$ cat config.mk
export PLATFORM = sky130hd
export DESIGN_NAME = date_string_validator
export DESIGN_NICKNAME = d
export VERILOG_FILES = /design/src/rtl/core/dsv_pkg.sv /design/src/rtl/core/dsv_front.sv /design/src/rtl/core/dsv_queue.sv /design/src/rtl/core/dsv_back.sv /design/src/rtl/core/date_string_validator.sv
export SDC_FILE = /design/constraint.sdc
export NUM_CORES = 1
export LEC_CHECK = 0
export BUFFER_PORTS_ARGS = -buffer_cell sky130_fd_sc_hd__buf_4
export CORE_MARGIN = 4
export CORE_UTILIZATION = 25
export CTS_BUF_LIST = sky130_fd_sc_hd__clkbuf_4 sky130_fd_sc_hd__clkbuf_8 sky130_fd_sc_hd__clkbuf_16
export DETAILED_ROUTE_END_ITERATION = 7
export GPL_ROUTABILITY_DRIVEN = 1
export MAX_ROUTING_LAYER = met4
export SLEW_MARGIN = 10
export SYNTH_ARGS = -nofsm -noshare
export SYNTH_HDL_FRONTEND = slang
export SYNTH_SLANG_ARGS = --single-unit
$ cat constraint.sdc
create_clock -name clk -period 7.1 [get_ports clk]
set_clock_uncertainty 0.05 [all_clocks]
set_input_delay 1.42 -clock clk [delete_from_list [all_inputs] [get_ports clk]]
set_output_delay 1.42 -clock clk [all_outputs]
set_load 0.02 [all_outputs]
$ cat src/rtl/core/dsv_pkg.sv
`timescale 1ns / 1ps
// ----------------------------------------------------------------------------
// dsv_pkg
// Shared types, constants and helpers for the date string validator.
// ----------------------------------------------------------------------------
package dsv_pkg;

  localparam int unsigned FIELD_BITS = 16;
  localparam int unsigned ACC_W      = FIELD_BITS + 4;
  localparam logic [FIELD_BITS-1:0] FIELD_MAX = '1;

  // year mod 25 of the saturated accumulator
  localparam logic [4:0] SAT_MOD25 =
    5'(((64'd1 << FIELD_BITS) - 64'd1) % 64'd25);

  localparam logic [7:0] CHAR_ZERO = 8'h30;
  localparam logic [7:0] CHAR_NINE = 8'h39;
  localparam logic [7:0] CHAR_DOT  = 8'h2E;

  localparam logic [1:0] DOTS_DAY   = 2'd0;
  localparam logic [1:0] DOTS_MONTH = 2'd1;
  localparam logic [1:0] DOTS_YEAR  = 2'd2;

  localparam int unsigned SEEN_DAY   = 0;
  localparam int unsigned SEEN_MONTH = 1;
  localparam int unsigned SEEN_YEAR  = 2;

  localparam int unsigned QDEPTH  = 2;
  localparam int unsigned QPTR_W  = $clog2(QDEPTH);
  localparam int unsigned QCNT_W  = $clog2(QDEPTH + 1);

  typedef enum logic [3:0] {
    ERR_NONE        = 4'd0,
    ERR_BAD_CHAR    = 4'd1,
    ERR_MANY_DOTS   = 4'd2,
    ERR_FEW_DOTS    = 4'd3,
    ERR_EMPTY_MONTH = 4'd4,
    ERR_MONTH_RANGE = 4'd5,
    ERR_DAY_RANGE   = 4'd6,
    ERR_DAY_OVER    = 4'd7,
    ERR_EMPTY_FIELD = 4'd8
  } err_t;

  typedef struct packed {
    logic [7:0] char_code;
    logic       last_char;
  } in_item_t;

  typedef struct packed {
    logic        date_ok;
    logic [3:0]  error_kind;
    logic [15:0] day_value;
    logic [15:0] month_value;
    logic [15:0] year_value;
  } out_item_t;

  // finished string handed from the parser to the verdict stage
  typedef struct packed {
    err_t                  first_error;
    logic [1:0]            dots;
    logic [2:0]            seen;
    logic [FIELD_BITS-1:0] day;
    logic [FIELD_BITS-1:0] month;
    logic [FIELD_BITS-1:0] year;
    logic [4:0]            year_mod25;
  } rec_t;

  // v < 250: quotient by 25 through reciprocal 41/1024
  function automatic logic [4:0] mod25(input logic [7:0] v);
    logic [13:0] prod;
    logic [3:0]  q;
    logic [7:0]  qx25;
    begin
      prod = 14'(v) * 14'd41;
      q    = prod[13:10];
      qx25 = 8'(q) * 8'd25;
      mod25 = 5'(v - qx25);
    end
  endfunction

endpackage

$ cat src/rtl/core/dsv_front.sv
`timescale 1ns / 1ps
// ----------------------------------------------------------------------------
// dsv_front
// Character parser: accumulates day, month and year, counts dots and keeps
// the first error; pushes a record on the last character and clears.
// ----------------------------------------------------------------------------
module dsv_front
  import dsv_pkg::*;
(
  input  logic     clk,
  input  logic     rst_n,
  input  logic     in_push,
  output logic     in_full,
  input  in_item_t in_data,
  input  logic     q_full,
  output logic     rec_push,
  output rec_t     rec
);

  logic [1:0]            dots_r, dots_nxt;
  logic [2:0]            seen_r, seen_nxt;
  err_t                  err_r, err_nxt;
  logic [FIELD_BITS-1:0] day_r, day_nxt;
  logic [FIELD_BITS-1:0] month_r, month_nxt;
  logic [FIELD_BITS-1:0] year_r, year_nxt;
  logic [4:0]            ymod_r, ymod_nxt;

  logic                  accept;
  logic                  is_digit;
  logic [3:0]            digit;
  logic [FIELD_BITS-1:0] acc_sel;
  logic [ACC_W-1:0]      acc_ext;
  logic [ACC_W-1:0]      acc_sum;
  logic                  acc_sat;
  logic [FIELD_BITS-1:0] acc_new;
  logic [7:0]            ymod_sum;

  assign in_full = q_full;
  assign accept  = in_push && !q_full;

  assign is_digit = (in_data.char_code >= CHAR_ZERO) && (in_data.char_code <= CHAR_NINE);
  assign digit    = 4'(in_data.char_code - CHAR_ZERO);

  always_comb begin
    case (dots_r)
      DOTS_DAY:   acc_sel = day_r;
      DOTS_MONTH: acc_sel = month_r;
      default:    acc_sel = year_r;
    endcase
  end

  // acc * 10 + digit, held at the field maximum
  assign acc_ext  = ACC_W'(acc_sel);
  assign acc_sum  = (acc_ext << 3) + (acc_ext << 1) + ACC_W'(digit);
  assign acc_sat  = acc_sum > ACC_W'(FIELD_MAX);
  assign acc_new  = acc_sat ? FIELD_MAX : acc_sum[FIELD_BITS-1:0];
  assign ymod_sum = (8'(ymod_r) << 3) + (8'(ymod_r) << 1) + 8'(digit);

  always_comb begin
    dots_nxt  = dots_r;
    seen_nxt  = seen_r;
    err_nxt   = err_r;
    day_nxt   = day_r;
    month_nxt = month_r;
    year_nxt  = year_r;
    ymod_nxt  = ymod_r;
    if (is_digit) begin
      case (dots_r)
        DOTS_DAY: begin
          day_nxt            = acc_new;
          seen_nxt[SEEN_DAY] = 1'b1;
        end
        DOTS_MONTH: begin
          month_nxt            = acc_new;
          seen_nxt[SEEN_MONTH] = 1'b1;
        end
        default: begin
          year_nxt            = acc_new;
          seen_nxt[SEEN_YEAR] = 1'b1;
          ymod_nxt            = acc_sat ? SAT_MOD25 : mod25(ymod_sum);
        end
      endcase
    end else if (in_data.char_code == CHAR_DOT) begin
      if (dots_r == DOTS_YEAR) begin
        if (err_r == ERR_NONE) err_nxt = ERR_MANY_DOTS;
      end else begin
        dots_nxt = dots_r + 2'd1;
      end
    end else begin
      if (err_r == ERR_NONE) err_nxt = ERR_BAD_CHAR;
    end
  end

  assign rec_push         = accept && in_data.last_char;
  assign rec.first_error  = err_nxt;
  assign rec.dots         = dots_nxt;
  assign rec.seen         = seen_nxt;
  assign rec.day          = day_nxt;
  assign rec.month        = month_nxt;
  assign rec.year         = year_nxt;
  assign rec.year_mod25   = ymod_nxt;

  always_ff @(posedge clk) begin
    if (!rst_n || rec_push) begin
      dots_r  <= DOTS_DAY;
      seen_r  <= '0;
      err_r   <= ERR_NONE;
      day_r   <= '0;
      month_r <= '0;
      year_r  <= '0;
      ymod_r  <= '0;
    end else if (accept) begin
      dots_r  <= dots_nxt;
      seen_r  <= seen_nxt;
      err_r   <= err_nxt;
      day_r   <= day_nxt;
      month_r <= month_nxt;
      year_r  <= year_nxt;
      ymod_r  <= ymod_nxt;
    end
  end

`ifndef SYNTHESIS
  a_dots_bound: assert property (@(posedge clk) disable iff (!rst_n)
    dots_r != 2'd3)
    else $error("dot count out of range");

  a_clear_after_last: assert property (@(posedge clk) disable iff (!rst_n)
    rec_push |=> (dots_r == DOTS_DAY && seen_r == 3'd0 && err_r == ERR_NONE))
    else $error("parser not cleared after last character");
`endif

endmodule

$ cat src/rtl/core/dsv_queue.sv
`timescale 1ns / 1ps
// ----------------------------------------------------------------------------
// dsv_queue
// Short record queue between the parser and the verdict stage.
// ----------------------------------------------------------------------------
module dsv_queue
  import dsv_pkg::*;
(
  input  logic clk,
  input  logic rst_n,
  input  logic push,
  input  rec_t push_data,
  output logic full,
  input  logic pop,
  output logic empty,
  output rec_t head
);

  rec_t              slot_r [QDEPTH];
  logic [QPTR_W-1:0] wr_ptr_r, rd_ptr_r;
  logic [QCNT_W-1:0] cnt_r, cnt_nxt;
  logic              do_push, do_pop;

  assign full    = cnt_r == QCNT_W'(QDEPTH);
  assign empty   = cnt_r == '0;
  assign do_push = push && !full;
  assign do_pop  = pop && !empty;
  assign head    = slot_r[rd_ptr_r];

  always_comb begin
    cnt_nxt = cnt_r;
    if (do_push && !do_pop) cnt_nxt = cnt_r + 1'b1;
    else if (do_pop && !do_push) cnt_nxt = cnt_r - 1'b1;
  end

  always_ff @(posedge clk) begin
    if (do_push) slot_r[wr_ptr_r] <= push_data;
  end

  always_ff @(posedge clk) begin
    if (!rst_n) begin
      wr_ptr_r <= '0;
      rd_ptr_r <= '0;
      cnt_r    <= '0;
    end else begin
      if (do_push) wr_ptr_r <= wr_ptr_r + 1'b1;
      if (do_pop) rd_ptr_r <= rd_ptr_r + 1'b1;
      cnt_r <= cnt_nxt;
    end
  end

`ifndef SYNTHESIS
  a_no_overflow: assert property (@(posedge clk) disable iff (!rst_n)
    !(push && full))
    else $error("record pushed into full queue");
`endif

endmodule

$ cat src/rtl/core/dsv_back.sv
`timescale 1ns / 1ps
// ----------------------------------------------------------------------------
// dsv_back
// Verdict stage: checks one finished record and holds the result until
// it is taken.
// ----------------------------------------------------------------------------
module dsv_back
  import dsv_pkg::*;
(
  input  logic      clk,
  input  logic      rst_n,
  input  logic      rec_valid,
  input  rec_t      rec,
  output logic      rec_pop,
  output logic      out_empty,
  input  logic      out_pop,
  output out_item_t out_data
);

  logic      vld_r;
  out_item_t res_r, res_nxt;
  err_t      verdict;
  logic      leap;
  logic      month_30;
  logic      load;

  // leap: divisible by 4, and not by 100 unless by 400
  assign leap = (rec.year[1:0] == 2'd0) &&
                ((rec.year_mod25 != 5'd0) || (rec.year[3:0] == 4'd0));
  assign month_30 = (rec.month == FIELD_BITS'(4)) || (rec.month == FIELD_BITS'(6)) ||
                    (rec.month == FIELD_BITS'(9)) || (rec.month == FIELD_BITS'(11));

  always_comb begin
    if (rec.first_error != ERR_NONE)
      verdict = rec.first_error;
    else if (rec.dots != DOTS_YEAR)
      verdict = ERR_FEW_DOTS;
    else if (!rec.seen[SEEN_MONTH])
      verdict = ERR_EMPTY_MONTH;
    else if (!rec.seen[SEEN_DAY] || !rec.seen[SEEN_YEAR])
      verdict = ERR_EMPTY_FIELD;
    else if (rec.month == '0 || rec.month > FIELD_BITS'(12))
      verdict = ERR_MONTH_RANGE;
    else if (rec.day == '0 || rec.day > FIELD_BITS'(31))
      verdict = ERR_DAY_RANGE;
    else if (rec.month == FIELD_BITS'(2) &&
             rec.day > (leap ? FIELD_BITS'(29) : FIELD_BITS'(28)))
      verdict = ERR_DAY_OVER;
    else if (month_30 && rec.day > FIELD_BITS'(30))
      verdict = ERR_DAY_OVER;
    else
      verdict = ERR_NONE;
  end

  assign res_nxt.date_ok     = verdict == ERR_NONE;
  assign res_nxt.error_kind  = verdict;
  assign res_nxt.day_value   = 16'(rec.day);
  assign res_nxt.month_value = 16'(rec.month);
  assign res_nxt.year_value  = 16'(rec.year);

  // output slot frees when empty or drained in the same cycle
  assign load      = rec_valid && (!vld_r || out_pop);
  assign rec_pop   = load;
  assign out_empty = !vld_r;
  assign out_data  = res_r;

  always_ff @(posedge clk) begin
    if (!rst_n) begin
      vld_r <= 1'b0;
    end else if (load) begin
      vld_r <= 1'b1;
    end else if (out_pop) begin
      vld_r <= 1'b0;
    end
  end

  always_ff @(posedge clk) begin
    if (load) res_r <= res_nxt;
  end

`ifndef SYNTHESIS
  a_ok_matches_code: assert property (@(posedge clk) disable iff (!rst_n)
    vld_r |-> (res_r.date_ok == (res_r.error_kind == ERR_NONE)))
    else $error("date_ok disagrees with error code");
`endif

endmodule

$ cat src/rtl/core/date_string_validator.sv
`timescale 1ns / 1ps
// path: the record finished by a last character is written into the record queue, then registered into the output slot
// throughput: one character per cycle while in_full is low; one result per cycle when out_pop stays high
// the two-entry record queue and the output register decouple input from result stalls
// reset: synchronous active-low rst_n clears parser state, the queue and the output slot
// ----------------------------------------------------------------------------
// date_string_validator
// Validates day.month.year strings fed one character per transfer.
// ----------------------------------------------------------------------------
module date_string_validator
  import dsv_pkg::*;
(
  input  logic      clk,
  input  logic      rst_n,
  input  logic      in_push,
  output logic      in_full,
  input  in_item_t  in_data,
  output logic      out_empty,
  input  logic      out_pop,
  output out_item_t out_data
);

  logic rec_push, q_full, q_empty, rec_pop;
  rec_t rec_in, rec_head;

  dsv_front u_front (
    .clk      (clk),
    .rst_n    (rst_n),
    .in_push  (in_push),
    .in_full  (in_full),
    .in_data  (in_data),
    .q_full   (q_full),
    .rec_push (rec_push),
    .rec      (rec_in)
  );

  dsv_queue u_queue (
    .clk       (clk),
    .rst_n     (rst_n),
    .push      (rec_push),
    .push_data (rec_in),
    .full      (q_full),
    .pop       (rec_pop),
    .empty     (q_empty),
    .head      (rec_head)
  );

  dsv_back u_back (
    .clk       (clk),
    .rst_n     (rst_n),
    .rec_valid (!q_empty),
    .rec       (rec_head),
    .rec_pop   (rec_pop),
    .out_empty (out_empty),
    .out_pop   (out_pop),
    .out_data  (out_data)
  );

endmodule
After elaboration in Yosys (flattened, before gate mapping)
Memory sizes are Yosys's and may differ from the RTL's. A register that Yosys moved wholly into a read port is not among the register bits.
Cells that the tools add are included.
{ "totals": {"ff_bits": 120, "latchBits": 0, "ramBits": 124, "mem_bits_ro": 0, "input_bits": 13, "out_inout_bits": 55, "memories": 1} }
{ "op_classes": {"add_sub_neg": 11, "multipliers": 2, "div": 0, "magnitude_cmp": 7, "n_eq_ne": 10, "shifts": 0, "muxes": 40, "n_bitwise": 0, "reduce_logical": 41} }
{ "memory_table": {"columns": ["name", "depth", "word_bits", "rd", "rd_clocked_by_memory_dff", "wr", "line", "rtl"], "rows": [
  ["u_queue.slot_r", 2, 62, 1, 1, 1, "dsv_queue.sv:19", "rec_t slot_r [QDEPTH];"]
]} }
{ "ops": {"columns": ["cell", "count"], "rows": [
  ["$mux W16", 7],
  ["$mux W4", 12],
  ["$eq A16 B3 Y1 const B", 2],
  ["$eq A16 B4 Y1 const B", 2],
  ["$gt A16 B5 Y1 const B", 2],
  ["$logic_not A16 Y1", 2],
  ["$pmux W16 S2", 1],
  ["$add A19 B17 Y20", 1],
  ["$add A20 B4 Y20", 1],
  ["$gt A20 B16 Y1 const B", 1],
  ["$eq A16 B2 Y1 const B", 1],
  ["$gt A16 B16 Y1", 1],
  ["$gt A16 B4 Y1 const B", 1],
  ["$mux W5", 3],
  ["$mul A8 B6 Y14 const B", 1],
  ["$logic_not A4 Y1", 3],
  ["$logic_and A1 B1 Y1", 11],
  ["$mux W1", 10],
  ["$mux W2", 5],
  ["$logic_or A1 B1 Y1", 9],
  ["$add A8 B4 Y8", 1],
  ["$add A8 B6 Y8", 1],
  ["$eq A8 B6 Y1 const B", 1],
  ["$ge A8 B6 Y1 const B", 1],
  ["17 further kinds", 31]
]} }

Depth between registers and ports, before layout
{ "depth": {"depth_word": 14, "ltp_mapped": 26, "depth_no_buf": 26} }

Modules after synthesis
A second synthesis with hierarchy kept.
{ "hier_totals": {"hier_cells": 989, "area_unflattened_um2": 11842.6} }
{ "modules_own_cells": {"columns": ["module", "n_inst", "cells_per_inst", "area_each_um2", "seq_area_each_um2"], "rows": [
  ["dsv_front", 1, 662, 5205.0, 1241.2],
  ["dsv_queue", 1, 218, 4705.8, 3823.7],
  ["dsv_back", 1, 108, 1928.1, 1611.5],
  ["date_string_validator", 1, 1, 3.8, 0.0]
]} }

Least setup slack after synthesis
OpenSTA, ideal clock, no wires.
{ "synth_path": {"path_type": "input to register", "from": "in in_data[4] in the netlist's numbering", "to": "mem u_queue.slot_r[0][4] in the netlist's numbering (data pin)", "setup_ns": 0.260, "t_arrival_ns": 6.908, "t_required_ns": 6.790, "slack_ns": -0.118, "path_stages": 23, "n_path_buf": 0, "path_cell_list": "fa_1 -> inv_1 -> fa_1 -> xnor2_1 -> ha_1 -> ha_1 -> xor2_1 -> ha_1 -> ha_1 -> nand4_1 -> o221ai_1 -> a21oi_1 -> xnor2_1 -> ha_1 -> fa_1 -> fa_1 -> nor2b_1 -> nor3b_1 -> xnor2_1 -> xnor2_1 -> xnor2_1 -> and2_1 -> a22o_1"} }
{ "synth_lines": {"columns": ["item", "line", "rtl"], "rows": [
  ["start, declared", "date_string_validator.sv:17", "input in_item_t in_data,"],
  ["end, declared", "dsv_queue.sv:19", null]
]} }

==> run metrics <==
CORE AREA=46900 um2; Most common cell on crit path=ha_1; first-pass GRT wire length=42.4 mm; share of power burned in combinational logic=0.208; number of synthesized flops with an enable pin=177; Fillers=4784; Post-CTS Resized=0; Total GRT Usage=0.104; worst-path cell chain=buf_4 -> fa_1 -> inv_1 -> fa_2 -> xnor2_2 -> ha_1 -> ha_1 -> xor2_1 -> ha_1 -> ha_1 -> a21oi_1 -> o221ai_2 -> a21oi_2 -> xnor2_1 -> ha_1 -> fa_1 -> fa_1 -> nor2b_1 -> nor3b_1 -> xnor2_1 -> xnor2_1 -> xnor2_1 -> and2_1 -> a22o_1; input/output buffers=67; total power=4040 uW; die area=51300 um2; final WL=26.4 mm; crit end category=flop; status=finished, final reports clean; asr flop ratio synth=0; initial antenna violation count=0; Setup crit end=u_queue.slot_r[1][4]; critical path's slowest cell=fa_1; vias per inst=4.68; Rel. slew slack=0.312; row cnt=79; share of the synthesized area in the top cell type=0.445; cell taking the most area after synthesis=edfxtp_1; Mapped Cells=1015; Critical Path RT=7.32 ns; FF-to-FF End=u_queue.slot_r[1][4]; DRT Pass-1 Iters=5; Reg2Reg Depth=24; # DRC=0; Sw Ratio=0.271; Final Hold Fails=0; Pwr per Cell Area=287 nW/um2; fmax=148 MHz; vias in the first global route=7879; VDD IR max=0.000151 V; placed cell count=1666; initial core utilization=0.255; H-tree depth=1; layout cells sized above 1=0.198; die height=227 um; Area contributors post-synth=edfxtp_1 (45%), dfxtp_1 (11%), ha_1 (8.1%), a31oi_1 (4.4%), mux2_2 (4.3%); RSZ-0062 raised after global routing=false; CTS clock-pin slew for the worst setup and hold paths=0.06 ns; Worst R2R Setup Slack=0.93 ns; critical path launch point type=primary input; DP HPWL=18.4 mm; Starting DRT DRC Count=586; Longest Clk Path Bufs=3; clock sinks=245; CTS buffer count=25; WS Path Type=in -> reg; Leak Pwr=0.00549 uW; CP peak stage delay=0.56 ns; Clk Latency, worst-skew pair=0.52 ns; Tmin final=6.76 ns; largest delay contributor family on the critical path=adder cells; Psw=1100 uW; cts hold-fix bufs=0; final antenna diode count=0; crit path buf inv count=2; CTS tree=done; Most used DFF post-synth=edfxtp_1; sequential fraction of the synthesis area=0.559; nets@finish=1183; Clk pwr share=0.340; setup violators final=0; Mean Syn Cell Area=11.8 um2; drt wl/cell=15.4 um; Mapped Nets=1112; max-cap violations=0; Non-Filler Instances=1711; Slew Limit Fails=0; sequential share of power=0.452; crit path DAT=6.98 ns; Die Wd=227 um; Ports=68; grt total ovfl=0; ANT nets after route=0; GP Congestion=0.852; CP Depth=24; reg2reg start=u_front.ymod_r[0]; Post-CTS Setup Inserts=0; Worst Setup SP=in_data[4]; Hold Path Class=reg -> reg; Synth cell types=65; Crit Path Max Fanout=2; Synth Warn #=0; mapped cell area=11900 um2; root buf cell=clkbuf_16; fin crit share=0.953; flops & latches, synth=245; Slew @ Worst Pin=1.03 ns; DR vias=7999; post-synthesis to final-layout area growth=18.0%; design internal power=2950 uW; largest net degree at the start of global routing=68
area by class of cell:
class | instances | area (um2) | share of cell area
well taps | 607 | 759 | 0.0539
multi-input cells | 683 | 4930 | 0.350
clock inverters | 14 | 194 | 0.0138
inverters | 33 | 124 | 0.00879
repair buffers | 98 | 736 | 0.0522
flip-flops and latches | 245 | 6680 | 0.474
clock buffers | 31 | 671 | 0.0476
worst min-delay path, cell delays in order, from the launching register on:
cell and delay [ns]:
dfxtp_1 0.32, nor2_1 0.05, nor2_1 0.07
cells in the final DEF (no fill, tap or decap), types with 33 or more instances in the layout:
master and instances:
edfxtp_1 177, o21ai_0 65, ha_1 77, buf_4 98, dfxtp_1 67, inv_1 33
mux2_2 46, nor2_1 103, nand2_1 59, a31oi_1 84
stage by stage:
stage | utilization | hold slack (ns) | worst slack (ns) | TNS, ns | instance area [um2]
after CTS | 0.300 | 0.416 | 0.204 | 0 | 14100
after global routing | 0.301 | 0.444 | 0.0443 | 0 | 14100
final | 0.301 | 0.420 | 0.336 | 0 | 14100
after detailed placement | 0.282 | 0.402 | -0.357 | -0.945 | 13200
after global placement | 0.282 | 0.392 | -0.202 | -0.454 | 13200
after floorplan | - | 0.381 | 0.00363 | 0 | 12000
synthesized netlist by cell type (8+ instances only):
| cell type | count |
|---|---|
| xor2_1 | 17 |
| edfxtp_1 | 177 |
| a22oi_1 | 16 |
| buf_2 | 8 |
| o21ai_0 | 65 |
| mux2_2 | 46 |
| nor4_1 | 15 |
| xnor2_1 | 18 |
| nor2_1 | 106 |
| and2_1 | 13 |
| ha_1 | 77 |
| nand2_1 | 59 |
| a21oi_2 | 11 |
| inv_1 | 33 |
| a21o_1 | 15 |
| nor3_1 | 8 |
| a31oi_1 | 84 |
| nand2b_1 | 8 |
| dfxtp_1 | 68 |
| a21oi_1 | 33 |
| clkbuf_1 | 37 |
metal layers:
metal / up-vias / GRT usage / routed length, um
met4: 0 / 0.0273 / 448
met1: 3858 / 0.137 / 12200
met5: - / - / 0
met2: 152 / 0.169 / 12600
li1: 3958 / - / -
met3: 31 / 0.0148 / 1180
cell families (layout without fill, tap and decap cells):
family	Yosys count	after routing	synth area share
flip-flops	245	245	0.559
buffers and inverters	87	176	0.0329
AND/OR/NAND/NOR	241	241	0.0929
adder cells (fa/ha/maj)	84	84	0.0924
XOR/XNOR	35	35	0.0257
AO/OA/AOI/OAI	270	270	0.148
multiplexers	53	53	0.0492
flip-flops by register name (all words and copies together), names as in the netlist, named ones only:
| name | count |
|---|---|
| u_back.out_data | 53 |
| u_back.vld_r | 1 |
| u_front.day_r | 16 |
| u_front.dots_r | 2 |
| u_front.err_r | 4 |
| u_front.month_r | 16 |
| u_front.seen_r | 3 |
| u_front.year_r | 16 |
| u_front.ymod_r | 5 |
| u_queue.cnt_r | 2 |
| u_queue.rd_ptr_r | 1 |
| u_queue.slot_r | 124 |
| u_queue.wr_ptr_r | 1 |
worst min path at each step:
stage	startpoint	to	slack [ns]	depth (start not counted)
6_report	u_front.seen_r[0]	u_front.seen_r[0]	0.42	2
5_1_grt	u_front.seen_r[0]	u_front.seen_r[0]	0.44	2
4_1_cts	u_front.seen_r[0]	u_front.seen_r[0]	0.42	2
3_5_place_dp	u_front.seen_r[0]	u_front.seen_r[0]	0.40	2
3_3_place_gp	u_front.seen_r[2]	u_front.seen_r[2]	0.39	2
2_1_floorplan	u_front.seen_r[0]	u_front.seen_r[0]	0.38	2
power groups by stage:
stage	combinational [uW]	sequential, uW	clock [uW]
floorplan	408	2010	0
global placement	849	1860	0
detailed placement	860	1860	0
CTS	861	1830	1420
global route	917	1850	1480
finish	840	1830	1380
No activity file was read; power rests on OpenSTA's default activity.
